--- src/hw/rtl/version_list_clamp_core_macros.svh ---
// Assertion helpers shared by the clamp core.
`ifndef VERSION_LIST_CLAMP_CORE_MACROS_SVH
`define VERSION_LIST_CLAMP_CORE_MACROS_SVH

// Checks a property at every rising clock edge outside reset.
`define VLC_ASSERT(lbl, clk, rstn, prop, msg) \
  lbl: assert property (@(posedge clk) disable iff (!rstn) prop) else $error(msg);

// Checks a property at every rising clock edge, reset included.
`define VLC_ASSERT_ALWAYS(lbl, clk, prop, msg) \
  lbl: assert property (@(posedge clk) prop) else $error(msg);

`endif

--- src/hw/rtl/vlc_pkg.sv ---
package vlc_pkg;

  localparam int unsigned VERSION_BYTES = 4;
  localparam int unsigned BYTE_W        = 8;
  localparam int unsigned LIMIT_W       = 32;
  localparam int unsigned VER_W         = VERSION_BYTES * BYTE_W;
  localparam int unsigned CMP_W         = (VER_W > LIMIT_W) ? VER_W : LIMIT_W;
  localparam int unsigned FILL_W        = $clog2(VERSION_BYTES + 1);

  localparam logic [BYTE_W-1:0] COLON_CHAR = 8'h3A;

  typedef logic [BYTE_W-1:0] byte_t;

  // Parser verdict for the word being accepted.
  typedef struct packed {
    logic entry_end;
    logic colon_fits;
  } vlc_parse_t;

endpackage

--- src/hw/rtl/vlc_parser.sv ---
module vlc_parser
  import vlc_pkg::*;
(
  input  logic       clk_i,
  input  logic       rst_ni,
  input  logic       accept_i,
  input  byte_t      seg_byte_i,
  input  logic       seg_last_i,
  output vlc_parse_t parse_o
);

  localparam logic [BYTE_W-1:0] LeftAtVersion = BYTE_W'(VERSION_BYTES);

  logic        in_entry_q, in_entry_d;
  logic        found_q, found_d;
  logic        fits_q, fits_d;
  byte_t       left_q, left_d;
  byte_t       left_n;

  always_comb begin
    in_entry_d = in_entry_q;
    found_d    = found_q;
    fits_d     = fits_q;
    left_d     = left_q;
    left_n     = left_q - 8'd1;
    parse_o    = '0;
    if (accept_i) begin
      if (!in_entry_q) begin
        left_d     = seg_byte_i;
        found_d    = 1'b0;
        fits_d     = 1'b0;
        in_entry_d = (seg_byte_i != '0);
      end else begin
        left_d = left_n;
        // Only the first colon of an entry decides whether it qualifies.
        if (seg_byte_i == COLON_CHAR && !found_q) begin
          found_d = 1'b1;
          fits_d  = (left_n == LeftAtVersion);
        end
        if (left_n == '0) begin
          parse_o.entry_end  = 1'b1;
          parse_o.colon_fits = fits_d;
          in_entry_d = 1'b0;
          found_d    = 1'b0;
          fits_d     = 1'b0;
        end
      end
      if (seg_last_i) begin
        in_entry_d = 1'b0;
        found_d    = 1'b0;
        fits_d     = 1'b0;
        left_d     = '0;
      end
    end
  end

  always_ff @(posedge clk_i or negedge rst_ni) begin
    if (!rst_ni) begin
      in_entry_q <= 1'b0;
      found_q    <= 1'b0;
      fits_q     <= 1'b0;
      left_q     <= '0;
    end else begin
      in_entry_q <= in_entry_d;
      found_q    <= found_d;
      fits_q     <= fits_d;
      left_q     <= left_d;
    end
  end

endmodule

--- config.mk ---
export PLATFORM = sky130hd
export DESIGN_NAME = vlc_parser
export DESIGN_NICKNAME = d
export VERILOG_FILES = /design/src/hw/rtl/version_list_clamp_core_macros.svh /design/src/hw/rtl/vlc_pkg.sv /design/src/hw/rtl/vlc_parser.sv
export SDC_FILE = /design/constraint.sdc
export NUM_CORES = 1
export LEC_CHECK = 0
export BUFFER_PORTS_ARGS = -buffer_cell sky130_fd_sc_hd__buf_2
export CAP_MARGIN = 5
export CORE_UTILIZATION = 58
export DETAILED_ROUTE_END_ITERATION = 16
export MAX_ROUTING_LAYER = met4
export PLACE_DENSITY = 0.82
export SLEW_MARGIN = 20
export SYNTH_ARGS = -nofsm -noshare
export SYNTH_HDL_FRONTEND = slang
export SYNTH_SLANG_ARGS = --single-unit
--- constraint.sdc ---
create_clock -name clk_i -period 4.2 [get_ports clk_i]
set_input_delay 0.42 -clock clk_i [delete_from_list [all_inputs] [get_ports clk_i]]
set_output_delay 0.42 -clock clk_i [all_outputs]
set_load 0.02 [all_outputs]
==> results of run 1 <==
==> Yosys cell counts, types with 2 or more instances <==
master / n
o31ai_1: 3
ha_1: 2
a31oi_1: 2
o21ai_0: 12
and3_1: 2
nand2b_1: 4
nor2_1: 9
dfrtp_1: 11
inv_1: 5
nor3_1: 3
or4_1: 2
mux2i_1: 2
clkbuf_1: 3
nor4_1: 2
nand2_1: 11
a21oi_1: 5
a22oi_1: 2
nand3_1: 2
==> stage by stage <==
| stage | std cells | total power [W] | instance area, µm² | hold slack (ns) |
|---|---|---|---|---|
| 5_1_grt | 128 | 0.000337 | 920 | 0.388 |
| 2_1_floorplan | 99 | 0.000217 | 822 | 0.124 |
| 6_report | 128 | 0.000322 | 920 | 0.382 |
| 3_3_place_gp | 123 | 0.000239 | 883 | 0.301 |
| 3_5_place_dp | 123 | 0.000242 | 883 | 0.304 |
| 4_1_cts | 128 | 0.000321 | 920 | 0.381 |
==> what timing repair did <==
item                       CTS  global route
setup buffers                0             0
hold endpoints to repair     6             0
hold buffers                 1             0
setup endpoints to repair    0             0
==> kinds of logic (layout without fill, tap and decap cells) <==
logic type / count (synthesis) / in the layout
flip-flops: 11 / 11
XOR/XNOR: 2 / 2
multiplexers: 2 / 2
AO/OA/AOI/OAI: 28 / 28
buffers and inverters: 9 / 23
AND/OR/NAND/NOR: 45 / 45
adder cells (fa/ha/maj): 2 / 2
==> metal layers <==
metal  GRT usage (%)  vias up
li1                -      388
met1            40.9      361
met2            41.4       33
met3            5.68        5
met4            17.2        0
met5               -        -
==> state kept, by name (all words and copies together), names as in the netlist <==
name / flops
left_q: 8
fits_q: 1
in_entry_q: 1
found_q: 1
==> cell type report <==
class / instances / area [µm²]
clock buffer: 4 / 26.3
fill: 94 / 398
inverter: 5 / 18.8
multi-input combinational: 79 / 505
sequential: 11 / 275
tap: 15 / 18.8
timing repair buffer: 14 / 75.1
==> final timing paths <==
path,from,to,depth (start not counted)
worst max-delay path,left_q[0],parse_o[0],8
worst min-delay path,seg_byte_i[7],left_q[7],3
worst max register to register,left_q[0],fits_q,7
worst min register to register,left_q[6],left_q[6],2
max in group asynchronous,rst_ni,left_q[0],2
min in group asynchronous,rst_ni,left_q[6],2
==> power groups by stage <==
stage	clock network (W)	registers, W	logic [W]
6_report	0.0000786	0.000138	0.000106
5_1_grt	0.0000815	0.000141	0.000115
4_1_cts	0.0000797	0.000138	0.000103
3_5_place_dp	0	0.000140	0.000102
3_3_place_gp	0	0.000139	0.000100
2_1_floorplan	0	0.000129	0.0000881
==> worst reg2reg max path: cells and delay by family, from the launching register on <==
family	cells	cell delay (ns)
AO/OA/AOI/OAI	3	0.48
flip-flops	1	0.44
AND/OR/NAND/NOR	2	0.72
adder cells (fa/ha/maj)	1	0.24
buffers and inverters	1	0.08
==> results_dict.tcl, run 1 <==
set metrics [dict create \
    worstPathCellList "inv_1, ha_1, and2b_1, a21oi_1, o31a_1, nor4b_1, and4bb_2, buf_2" \
    wl_um 1930 \
    leakage_nw 0.408 \
    netlist_instances 99 \
    cts_buffer_depth 2 \
    drt-initial-drc-count 43 \
    cts_resized 0 \
    io_pins 14 \
    overflow 0 \
    cts_max_level 1 \
    min_period_over_period_pct 67.3 \
    wl_met2_um 863 \
    fin_ws_ns 1.37 \
    die_y_um 39.6 \
    cp_num_buf_inv 2 \
    drive_above_1_share_pct 19.5 \
    synth-simple-area-share_pct 32.1 \
    vias 787 \
    layout_commonest_cell "buf_2" \
    status "finished, final reports clean" \
    diodes 0 \
    slew_violations 0 \
    synth_top_family_by_area "simple AND/OR/NAND/NOR gates" \
    critical_path_required_ns 3.78 \
    synth_fp_nets 113 \
    p_sw_w 0.000124 \
    hpwlAfterDp_um 1390 \
    crit_arrival_ns 2.41 \
    via_per_inst 6.15 \
    fmax_mhz 354 \
    synth_top_area_share_pct 33.5 \
    finalSetupTns_ns 0 \
    power.share.sequential_pct 42.8 \
    initial_core_util_pct 62.4 \
    gp_congestion 0.958 \
    avgSynthCellArea_um2 8.30 \
    ys_ff_latch 11 \
    clock_skew_ns 0.00348 \
    relSlewSlack_pct 74.8 \
    dieArea_um2 1570 \
    ff2ff_setup_slack_ns 2.18 \
    clk_latency_ns 0.28 \
    synth_compound_area_share_pct 20.9 \
    row_count 13 \
    fin_crit_ns 2.83 \
    pwr_density_cell_nw_per_um2 351 \
    rsz0062_at_grt "false" \
    hp-class "input pin to flop" \
    worst_setup_path_end_kind "primary output" \
    critPathLaunchType "flop" \
    nNetsFinal 128 \
    first_pass_iters 4 \
    max_slew.worst_pin.slew_ns 0.375 \
    detail-route-antenna-nets 0 \
    path_clk_slew_ns 0.08 \
    cts_tree "yes" \
    synth_fa_ha_area_share_pct 3.04 \
    grt_pass1_vias 660 \
    drc 0 \
    vdd_ir_drop_max_mv 0.218 \
    cp_slowest_cell "dfrtp_1" \
    cts-buffers-inserted 3 \
    drt-met1-wl_um 897 \
    dieWidth_um 39.6 \
    switching_share_pct 38.3 \
    p_comb_share_pct 32.8 \
    setup_viol 0 \
    yosys.area.top_type "dfrtp_1" \
    grt_max_degree 18 \
    clockPowerShare_pct 24.4 \
    clockRootBuffer "clkbuf_4" \
    grt_antenna_before_repair 0 \
    synth_edf_count 0 \
    synthMuxAreaShare_pct 2.44 \
    syn_area_um2 822 \
    clock-sinks 11 \
    area_delta_synth_final_pct 11.9 \
    layout_common_cells "13 x buf_2, 12 x o21ai_0, 11 x nand2_1, 11 x dfrtp_1, 9 x nor2_1" \
    post-route-util_pct 69.8 \
    ys_seq_area_share_pct 33.5 \
    synth_xor_area_share_pct 3.04 \
    async_flop_share_pct 100 \
    p_int_w 0.000199 \
    hold_violations 0 \
    dr.max_layer_used "met4" \
    worstSetupPathType "flop to primary output" \
    cap_violations 0 \
    grt_pass1_wl_um 2950 \
    ys_warn_count 0 \
    track_usage_pct 30.2 \
    wire_per_inst_um 15.1 \
    core_area_um2 1320 \
    slowest_delay_ns 0.44 \
    cp_max_fo 6 \
    synth_ff_type "dfrtp_1" \
    wl_met3_um 128 \
    synth_area_leaders "dfrtp_1 33%, o21ai_0 7.3%, nand2_1 5.0%, nor2_1 4.1%, a21oi_1 3.0%" \
    ys_types 35 \
    cp_top_family "simple AND/OR/NAND/NOR gates" \
    pre_cts_slack_ns 1.70 \
    io_buffers 13 \
]
(Power assumes the default switching activity.)
==> run 2, diff against run 1 <==
--- a/config.mk
+++ b/config.mk
@@ -7,10 +7,10 @@
 export LEC_CHECK = 0
 export BUFFER_PORTS_ARGS = -buffer_cell sky130_fd_sc_hd__buf_2
 export CAP_MARGIN = 5
-export CORE_UTILIZATION = 58
+export CORE_UTILIZATION = 54
 export DETAILED_ROUTE_END_ITERATION = 16
 export MAX_ROUTING_LAYER = met4
-export PLACE_DENSITY = 0.82
+export PLACE_DENSITY = 0.77
 export SLEW_MARGIN = 20
 export SYNTH_ARGS = -nofsm -noshare
 export SYNTH_HDL_FRONTEND = slang
==> constraint.sdc (replaced) <==
create_clock -name clk_i -period 2.9 [get_ports clk_i]
set_input_delay 0.29 -clock clk_i [delete_from_list [all_inputs] [get_ports clk_i]]
set_output_delay 0.29 -clock clk_i [all_outputs]
set_load 0.02 [all_outputs]
==> results_dict.tcl, run 2 (synthesized netlist as in run 1, its figures left out) <==
set metrics [dict create \
    largest_reg_flops 8 \
    cts_max_level 1 \
    critical_path_required_ns 2.61 \
    nNetsFinal 128 \
    drc 0 \
    leakage_nw 0.408 \
    vdd_ir_drop_max_mv 0.331 \
    diodes 0 \
    worst_setup_path_end_kind "primary output" \
    cp_max_fo 6 \
    max_slew.worst_pin.slew_ns 0.407 \
    post-route-util_pct 68.1 \
    clk_latency_ns 0.26 \
    io_pins 14 \
    via_per_inst 6.02 \
    r2r_end "fits_q" \
    track_usage_pct 26.6 \
    ff2ff_setup_slack_ns 0.89 \
    drt-initial-drc-count 23 \
    core_area_um2 1350 \
    crit_arrival_ns 2.36 \
    finalSetupTns_ns 0 \
    pwr_density_cell_nw_per_um2 495 \
    detail-route-antenna-nets 0 \
    reg2reg_depth 7 \
    top_register "left_q" \
    worstSetupPathType "flop to primary output" \
    dieWidth_um 41.0 \
    min_period_over_period_pct 91.5 \
    cts_tree "yes" \
    critPathLaunchType "flop" \
    fin_crit_ns 2.65 \
    initial_core_util_pct 60.9 \
    row_count 13 \
    gp_congestion 0.887 \
    setup_viol 0 \
    wl_um 1810 \
    fin_ws_ns 0.247 \
    cap_violations 0 \
    clock-sinks 11 \
    die_y_um 41.0 \
    rsz0062_at_grt "false" \
    overflow 0 \
    slew_violations 0 \
    hp-class "input pin to flop" \
    relSlewSlack_pct 72.7 \
    whs_path_depth 3 \
    drive_above_1_share_pct 19.5 \
    fmax_mhz 377 \
    r2r_start "left_q[0]" \
    layout_commonest_cell "buf_2" \
    post_cts_buffers 0 \
    vias 770 \
    grt_pass1_vias 621 \
    grt_max_degree 18 \
    status "finished, final reports clean" \
    wire_per_inst_um 14.1 \
    hpwlAfterDp_um 1380 \
    clock_skew_ns 0.00128 \
    grt_pass1_wl_um 2780 \
    first_pass_iters 4 \
    pre_cts_slack_ns 0.556 \
    min_to "left_q[7]" \
    design_area_um2 920 \
    io_buffers 13 \
    clockRootBuffer "clkbuf_4" \
    fill_cells 111 \
    place_area_um2 883 \
    path_clk_slew_ns 0.08 \
    layout_common_cells "13 x buf_2, 12 x o21ai_0, 11 x nand2_1, 11 x dfrtp_1, 9 x nor2_1" \
    hold_path_startpoint "seg_byte_i[7]" \
    hold_violations 0 \
    cts-buffers-inserted 3 \
    area_delta_synth_final_pct 11.9 \
    dieArea_um2 1680 \
    grt_antenna_before_repair 0 \
    cts_buffer_depth 2 \
]
run 2: cell counts in the layout (fill, tap and decap cells not counted):
No cell type changed its count.
run 2: what timing repair did:
item | 4_1_cts | 5_1_grt
hold buffers | 1 | 0
endpoints found under the hold margin | 11 | 0
gates resized for setup | 0 | 0
run 2: final cells by class:
type                    count  area [µm²]  area share, %
repair buffers             14        75.1           8.16
multi-input cells          79         505           55.0
clock buffers               4        26.3           2.86
flip-flops and latches     11         275           29.9
inverters                   5        18.8           2.04
well taps                  15        18.8           2.04
run 2: per-layer routing:
metal  vias up  global-route usage [%]  share of wire, %
li1        388                       -                 -
met5         -                       -                 0
met1       358                    36.7                50
met2        22                    40.6                44
met4         0                    7.50              0.66
met3         2                    3.26               5.2
run 2: per-stage QoR:
stage | power, W | instances | hold WS, ns
2_1_floorplan | 0.000314 | 99 | -0.00559
4_1_cts | 0.000455 | 128 | 0.271
3_5_place_dp | 0.000350 | 123 | 0.175
5_1_grt | 0.000487 | 128 | 0.292
3_3_place_gp | 0.000347 | 123 | 0.174
6_report | 0.000455 | 128 | 0.279
run 2: where the power goes:
part / leakage (nW) / switching (W) / total, W / internal [W]
Combinational: 0.248 / 0.0000843 / 0.000149 / 0.0000642
Clock: 0.0150 / 0.0000536 / 0.000107 / 0.0000531
Sequential: 0.144 / 0.0000299 / 0.000200 / 0.000170
run 2: worst max-delay path, cell delays in order (launching register included):
cell	delay (ns)
dfrtp_1	0.44
inv_1	0.08
ha_1	0.23
and2b_1	0.16
a21oi_1	0.07
o31a_1	0.33
nor4b_1	0.37
and4bb_2	0.27
buf_2	0.16
run 2: worst max-delay path by stage:
stage	from	endpoint	slack (ns)	cells past startpoint
floorplan	left_q[0]	parse_o[0]	0.78	7
global placement	left_q[0]	parse_o[0]	0.61	8
detailed placement	left_q[1]	parse_o[0]	0.56	8
CTS	left_q[0]	parse_o[0]	0.26	8
global route	left_q[0]	parse_o[0]	0.02	8
finish	left_q[0]	parse_o[0]	0.25	8
==> run 3, diff against run 2 <==
--- a/config.mk
+++ b/config.mk
@@ -11,6 +11,7 @@
 export DETAILED_ROUTE_END_ITERATION = 16
 export MAX_ROUTING_LAYER = met4
 export PLACE_DENSITY = 0.77
+export RECOVER_POWER = 25
 export SLEW_MARGIN = 20
 export SYNTH_ARGS = -nofsm -noshare
 export SYNTH_HDL_FRONTEND = slang
==> results_dict.tcl, run 3 (synthesized netlist as in run 1, its figures left out) <==
set metrics [dict create \
    cap_violations 0 \
    reg2reg_depth 7 \
    wl_um 1820 \
    overflow 0 \
    initial_core_util_pct 60.9 \
    nNetsFinal 128 \
    r2r_end "fits_q" \
    critPathLaunchType "flop" \
    crit_arrival_ns 2.36 \
    clock-sinks 11 \
    clock_skew_ns 0.00163 \
    top_register "left_q" \
    grt_max_degree 18 \
    setup.worst_path.end "parse_o[0]" \
    cts_buffer_depth 2 \
    fin_crit_ns 2.65 \
    layout_common_cells "12 x o21ai_0, 12 x buf_2, 11 x nand2_1, 11 x dfrtp_1, 9 x nor2_1" \
    rsz0062_at_grt "false" \
    post-route-util_pct 68.0 \
    cp_slowest_cell "dfrtp_1" \
    grt_pass1_wl_um 2780 \
    worstSetupPathType "flop to primary output" \
    wire_per_inst_um 14.2 \
    worstPathCellList "inv_1, ha_1, and2b_1, a21oi_1, o31a_1, nor4b_1, and4bb_2, buf_2" \
    hpwlAfterDp_um 1380 \
    grt.met3_usage_pct 3.26 \
    timing.hold.ws_ns 0.279 \
    first_pass_iters 5 \
    vias 774 \
    slowest_delay_ns 0.44 \
    path_clk_slew_ns 0.08 \
    clockRootBuffer "clkbuf_4" \
    drive_above_1_share_pct 18.6 \
    hold_violations 0 \
    crit_start "left_q[0]" \
    fill_cells 112 \
    drc 0 \
    dieWidth_um 41.0 \
    gp_congestion 0.887 \
    io_buffers 13 \
    slew_violations 0 \
    r2r_start "left_q[0]" \
    worst_setup_path_end_kind "primary output" \
    finalSetupTns_ns 0 \
    detail-route-antenna-nets 0 \
    cp_max_fo 6 \
    row_count 13 \
    area_delta_synth_final_pct 11.7 \
    max_slew.worst_pin.slew_ns 0.611 \
    critical_path_required_ns 2.61 \
    cts_max_level 1 \
    min_period_over_period_pct 91.5 \
    diodes 0 \
    die_y_um 41.0 \
    via_per_inst 6.05 \
    setup_viol 0 \
    fmax_mhz 377 \
    vdd_ir_drop_max_mv 0.331 \
    gr-usage-met1_pct 36.7 \
    grtUsageMet2_pct 40.6 \
    cts-buffers-inserted 3 \
    ff2ff_setup_slack_ns 0.89 \
    post_cts_buffers 0 \
    cts_tree "yes" \
    status "finished, final reports clean" \
    track_usage_pct 26.6 \
    dieArea_um2 1680 \
    grt_pass1_vias 621 \
    core_area_um2 1350 \
    leakage_nw 0.405 \
    grt_antenna_before_repair 0 \
    power.total_w 0.000456 \
    drt-initial-drc-count 23 \
    pwr_density_cell_nw_per_um2 496 \
    cts_resized 0 \
    largest_reg_flops 8 \
    clk_latency_ns 0.26 \
    hp-class "input pin to flop" \
    io_pins 14 \
    busiest_layer "met2" \
    relSlewSlack_pct 59.3 \
]
## run 3: changes by cell type in the layout (fill, tap and decap cells not counted)
cell	previous run	this run
clkbuf_1	1	2
buf_2	13	12
## run 3: power breakdown
| group | leakage (nW) | total (W) | internal, W | switching, W |
|---|---|---|---|---|
| Sequential | 0.144 | 0.000200 | 0.000170 | 0.0000298 |
| Combinational | 0.245 | 0.000149 | 0.0000641 | 0.0000847 |
| Clock | 0.0150 | 0.000107 | 0.0000531 | 0.0000538 |
| Total | 0.405 | 0.000456 | 0.000287 | 0.000168 |
## run 3: worst min path at each step
stage / from / endpoint / slack (ns) / cells after the start
floorplan: rst_ni / fits_q / -0.006 / 0
global placement: rst_ni / left_q[4] / 0.17 / 1
detailed placement: rst_ni / left_q[6] / 0.17 / 1
CTS: seg_byte_i[7] / left_q[7] / 0.27 / 3
global route: seg_byte_i[7] / left_q[7] / 0.29 / 3
finish: seg_byte_i[7] / left_q[7] / 0.28 / 3
## run 3: layout make-up
class / instances / area (µm²) / area share, %
multi-input cells: 79 / 505 / 55.0
repair buffers: 14 / 73.8 / 8.04
inverters: 5 / 18.8 / 2.04
well taps: 15 / 18.8 / 2.04
clock buffers: 4 / 26.3 / 2.86
flip-flops and latches: 11 / 275 / 30.0
## run 3: what timing repair did
action,4_1_cts,5_1_grt
endpoints found under the hold margin,11,0
hold buffers,1,0
endpoints found under the setup margin,0,0
## run 3: per-stage QoR
| stage | std cells | cell area [µm²] | setup WS (ns) |
|---|---|---|---|
| floorplan | 99 | 822 | 0.777 |
| global placement | 123 | 883 | 0.613 |
| finish | 128 | 918 | 0.247 |
| detailed placement | 123 | 883 | 0.556 |
| CTS | 128 | 920 | 0.259 |
| global route | 128 | 918 | 0.0226 |
## run 3: critical path: cells and delay by family, from the launching register on
family / cells / cell delay, ns
AND/OR/NAND/NOR: 3 / 0.80
flip-flops: 1 / 0.44
AO/OA/AOI/OAI: 2 / 0.40
buffers and inverters: 2 / 0.24
adder cells (fa/ha/maj): 1 / 0.23
## run 3: metal layers
| layer | part of all wire (%) | wire length (µm) | vias to the layer above |
|---|---|---|---|
| met3 | 4.9 | 89 | 2 |
| met4 | 0.66 | 12 | 0 |
| met1 | 50 | 909 | 362 |
| met2 | 44 | 804 | 22 |
| met5 | 0 | 0 | - |
| li1 | - | - | 388 |
